==> src/hdl/sil_pkg.sv <==
// Shared constants, types and FSM encoding for the sorted insert list unit.
`default_nettype none

package sil_pkg;

  localparam int CAPACITY = 16;
  localparam int DATA_W   = 32;
  localparam int POS_W    = 6;
  localparam int IDX_W    = (CAPACITY > 1) ? $clog2(CAPACITY) : 1;
  localparam int CNT_W    = $clog2(CAPACITY + 1);

  typedef enum logic [0:0] {
    ST_IDLE = 1'b0,
    ST_EMIT = 1'b1
  } sil_state_e;

  // Controller to datapath commands.
  typedef struct packed {
    logic insert;   // push the input value (dropped if full), restart listing
    logic advance;  // step to the next listed entry
  } sil_cmd_t;

  // Datapath to controller status.
  typedef struct packed {
    logic at_last;  // current listing entry is the final one
  } sil_sts_t;

endpackage

`default_nettype wire

==> src/hdl/sil_dpath.sv <==
// Datapath: sorted entry registers, fill count, listing pointer, reject flag.
`default_nettype none

module sil_dpath
  import sil_pkg::*;
(
  input  wire logic                     clk_i,
  input  wire logic                     rst_ni,
  input  wire sil_cmd_t                 cmd_i,
  input  wire logic signed [DATA_W-1:0] value_i,
  output sil_sts_t                      sts_o,
  output logic signed [DATA_W-1:0]      entry_o,
  output logic [POS_W-1:0]              position_o,
  output logic                          rejected_o
);

  logic signed [DATA_W-1:0] entries_q [CAPACITY];
  logic signed [DATA_W-1:0] shift_in  [CAPACITY];
  logic [CAPACITY-1:0]      le;
  logic [CNT_W-1:0]         count_q;
  logic [IDX_W-1:0]         pos_q;
  logic                     reject_q;
  logic                     full;
  logic                     do_insert;

  assign full      = (count_q == CNT_W'(CAPACITY));
  assign do_insert = cmd_i.insert && !full;

  // le is a prefix mask: stored entries that stay in place on insert.
  for (genvar k = 0; k < CAPACITY; k++) begin : g_slot
    assign le[k] = (CNT_W'(k) < count_q) && (entries_q[k] <= value_i);
    if (k == 0) begin : g_head
      assign shift_in[k] = value_i;
    end else begin : g_body
      assign shift_in[k] = le[k-1] ? value_i : entries_q[k-1];
    end
  end

  always_ff @(posedge clk_i) begin
    if (do_insert) begin
      for (int k = 0; k < CAPACITY; k++) begin
        if (!le[k]) begin
          entries_q[k] <= shift_in[k];
        end
      end
    end
  end

  always_ff @(posedge clk_i or negedge rst_ni) begin
    if (!rst_ni) begin
      count_q  <= '0;
      pos_q    <= '0;
      reject_q <= 1'b0;
    end else begin
      if (cmd_i.insert) begin
        reject_q <= full;
        pos_q    <= '0;
        if (!full) begin
          count_q <= count_q + CNT_W'(1);
        end
      end else if (cmd_i.advance) begin
        pos_q <= pos_q + IDX_W'(1);
      end
    end
  end

  assign sts_o.at_last = ((CNT_W'(pos_q) + CNT_W'(1)) == count_q);
  assign entry_o       = entries_q[pos_q];
  assign position_o    = POS_W'(pos_q);
  assign rejected_o    = reject_q;

  a_count_bound: assert property (@(posedge clk_i) disable iff (!rst_ni)
    count_q <= CNT_W'(CAPACITY))
    else $error("fill count beyond capacity");

  a_insert_grows: assert property (@(posedge clk_i) disable iff (!rst_ni)
    do_insert |=> (count_q == $past(count_q) + CNT_W'(1)) && !reject_q)
    else $error("accepted push did not grow the list");

  a_reject_holds: assert property (@(posedge clk_i) disable iff (!rst_ni)
    (cmd_i.insert && full) |=> (count_q == $past(count_q)) && reject_q)
    else $error("dropped push changed the list");

  a_pos_range: assert property (@(posedge clk_i) disable iff (!rst_ni)
    (count_q != '0) |-> (CNT_W'(pos_q) < count_q))
    else $error("listing pointer beyond fill count");

endmodule

`default_nettype wire
==> config.mk <==
export PLATFORM = sky130hd
export DESIGN_NAME = sil_dpath
export DESIGN_NICKNAME = d
export VERILOG_FILES = /design/src/hdl/sil_pkg.sv /design/src/hdl/sil_dpath.sv
export SDC_FILE = /design/constraint.sdc
export NUM_CORES = 2
export LEC_CHECK = 0
export ABC_AREA = 1
export BUFFER_PORTS_ARGS = -buffer_cell sky130_fd_sc_hd__buf_2
export CORE_ASPECT_RATIO = 1.4
export CORE_MARGIN = 2
export CORE_UTILIZATION = 42
export DETAILED_ROUTE_END_ITERATION = 6
export GPL_ROUTABILITY_DRIVEN = 0
export SETUP_SLACK_MARGIN = 0.05
export SLEW_MARGIN = 15
export SYNTH_ARGS = -nofsm -noshare
export SYNTH_HDL_FRONTEND = slang
export SYNTH_SLANG_ARGS = --single-unit
==> constraint.sdc <==
create_clock -name clk_i -period 4.2 [get_ports clk_i]
set_clock_uncertainty 0.15 [all_clocks]
set_input_delay 0.63 -clock clk_i [delete_from_list [all_inputs] [get_ports clk_i]]
set_output_delay 0.63 -clock clk_i [all_outputs]
set_load 0.01 [all_outputs]
==> impl_metrics.yaml <==
run_status:
  outcome: "complete, no violations"
worst_setup_path:
  cp_cell_sequence: "buf_4 -> o21ai_0 -> o22ai_1 -> o21ai_0 -> o21ai_0 -> buf_2"
  slowest_delay_ns: 0.71
  critPathTopFamily: "compound AO/OA/AOI/OAI gates"
  startpoint_type: "register"
  crit_buf_inv: 2
  path_class: "reg -> out"
  crit_top_cell: "o21ai_0"
  crit_path_end_kind: "output port"
  crit_slowest_cell: "buf_4"
  worstPathRequired_ns: 3.42
  critPathMaxFanout: 65
  worstPathArrival_ns: 3.21
pwr:
  p_total_mw: 35.6
  powerDensity_nw_per_um2: 819
  irDropWorstVdd_uv: 740
  p_leak_nw: 20.3
synth:
  postSynthAreaPerCell_um2: 7.98
  synth_xor_xnor_area_share: 0.00177
  yosys_warnings: 0
  synth_cells: 4974
  synthAdderAreaFrac: 0.162
  synth.distinct_cells: 44
  synth_seq_area_share: 0.394
  synth_mux_area_frac: 0
  ys_ff_latch: 522
  synth_area_um2: 39700
  async_flop_share: 0.0192
  synth_edf_count: 512
  synthSimpleGateAreaFrac: 0.284
  ys.flop_type: "edfxtp_1"
  synth_compound_area_frac: 0.101
  synth_top_family_by_area: "simple AND/OR/NAND/NOR gates"
floorplanning:
  fp.coreArea_um2: 93900
  die_w_um: 264
  placementRows: 133
  io-pin-count: 76
  die-area_um2: 97000
  dieHeight_um: 368
  initial_core_util: 0.423
routing:
  drt_iter0_drc: 2990
  drt-pass1-iter-count: 6
  vias_per_cell: 5.63
  drt_wl_total_um: 128000
  ant_nets: 0
  wl_per_cell_um: 20.5
  num_vias: 34999
  remaining_drc_errors: 0
final_layout:
  syn2layout_area_growth_pct: 9.50
  seq_area_um2: 15600
  instances_no_fill: 6222
  antenna_cells: 0
  num-fill-cells: 9208
  layout-drive-gt1-share: 0.0753
  multi_input_area_um2: 22000
  postLayoutCellArea_um2: 43400
  nets: 5514
global_route:
  grt_pass1_vias: 34351
  grt_overflow: 0
  grt_pass1_wl_um: 196000
  grt_usage: 0.258
  grt_max_degree: 105
  antenna_found_initial: 1
min_path:
  hp-class: "in -> reg"
place:
  io_buffers: 73
  dp_hpwl_um: 99500
  place_area_um2: 41700
  placed_cells: 6118
clock_tree:
  cts-buffers-inserted: 57
  cts_root_buffer: "clkbuf_16"
  clk_path_buf_depth: 3
  cts_tree: "yes"
  worstSkewPairLatency_ns: 0.66
  path_clk_slew_ns: 0.06
  cts-htree-levels: 2
  clock_sinks: 522
sta:
  fin_crit_ns: 3.99
  fmax_mhz: 251
  drv_slew: 0
  tightest_slew_ns: 0.858
  hold_ws_ns: 0.119
  final-hold-violation-count: 0
  finalSetupTns_ns: 0
  fin_crit_sh: 0.950
  rsz0062_at_grt: "false"
  maxSlewHeadroom: 0.427
  setup_violations: 0
job:
  drv_cap: 0
==> registers in the layout (all words and copies together), names as in the netlist <==
signal      cells
pos_q           4
count_q         5
entries_q     512
rejected_o      1
==> timing repair <==
item                                   CTS  global route
setup endpoints to repair                0             1
gates resized for setup                  0             1
buffers inserted                         0             0
endpoints found under the hold margin   10             0
hold buffers                             1             0
==> cell usage in the layout (no fill, tap or decap), types with 23 or more instances in the layout <==
master	count
clkbuf_16	57
nor2_1	285
ha_1	515
nand4_1	60
a21oi_1	308
buf_2	73
o21ai_0	212
inv_1	193
o22ai_1	42
nand3_1	567
a221oi_1	38
o221ai_1	23
nand2_1	1760
buf_4	137
o21a_1	32
edfxtp_1	512
==> per-stage QoR <==
step                 util  setup slack (ns)
floorplan               -            0.0935
global placement    0.445            -0.111
detailed placement  0.445            -0.137
CTS                 0.463             0.192
global route        0.463             0.145
finish              0.463             0.209
==> kinds of logic (layout without fill, tap and decap cells) <==
logic type	count (synthesis)	count (layout)
AO/OA/AOI/OAI	707	707
XOR/XNOR	8	8
adder cells (fa/ha/maj)	515	515
buffers and inverters	505	537
flip-flops	522	522
other	1	2
AND/OR/NAND/NOR	2716	2716
==> synthesized netlist by cell type (23+ instances only) <==
master,n,area [um2]
a21oi_1,324,1620
o221ai_1,23,201
nor2_1,285,1070
ha_1,515,6440
a221oi_1,38,333
o21a_1,32,240
buf_4,30,225
edfxtp_1,512,15400
nand2_1,1762,6610
inv_1,196,736
buf_2,74,370
o21ai_0,212,1060
clkbuf_1,173,649
o22ai_1,42,263
nand3_1,567,2840
nand4_1,60,375
==> worst paths after layout <==
kind	end	slack (ns)	cells past startpoint	startpoint
max reg2reg	entries_q[14][24]	0.90	10	entries_q[13][27]
min in group asynchronous	pos_q[0]	0.25	2	rst_ni
max	entry_o[30]	0.21	6	pos_q[1]
min reg2reg	rejected_o	0.35	2	rejected_o
max in group asynchronous	pos_q[0]	3.43	2	rst_ni
min	pos_q[0]	0.12	4	cmd_i[0]
==> tightest hold or removal path, delay by kind of cell <==
family                 cells  cell delay [ns]
AOI/OAI and AO/OA          1             0.06
buffers and inverters      1             0.09
and+or+nand+nor            2             0.09
==> layer usage <==
| layer | global-route usage | vias to the layer above | wire length (um) | part of all wire |
|---|---|---|---|---|
| li1 | - | 17154 | - | - |
| met1 | 0.293 | 16443 | 48500 | 0.38 |
| met2 | 0.488 | 1166 | 67000 | 0.52 |
| met3 | 0.0261 | 234 | 6660 | 0.052 |
| met4 | 0.109 | 2 | 5530 | 0.043 |
| met5 | 0 | - | 13 | 0.00010 |
==> power by group <==
| group | internal (mW) | total, mW | switching [mW] |
|---|---|---|---|
| Combinational | 6.01 | 18.4 | 12.4 |
| Clock | 2.56 | 4.83 | 2.27 |
| Sequential | 10.3 | 12.4 | 2.10 |
| Total | 18.9 | 35.6 | 16.7 |
==> area by class of cell <==
type,count,area share
clock buffer,75,0.0344
clock inverter,28,0.00423
inverter,203,0.0178
multi-input combinational,3948,0.507
sequential,522,0.360
tap,1215,0.0350
timing repair buffer,231,0.0415
No activity file was read; power rests on OpenSTA's default activity.
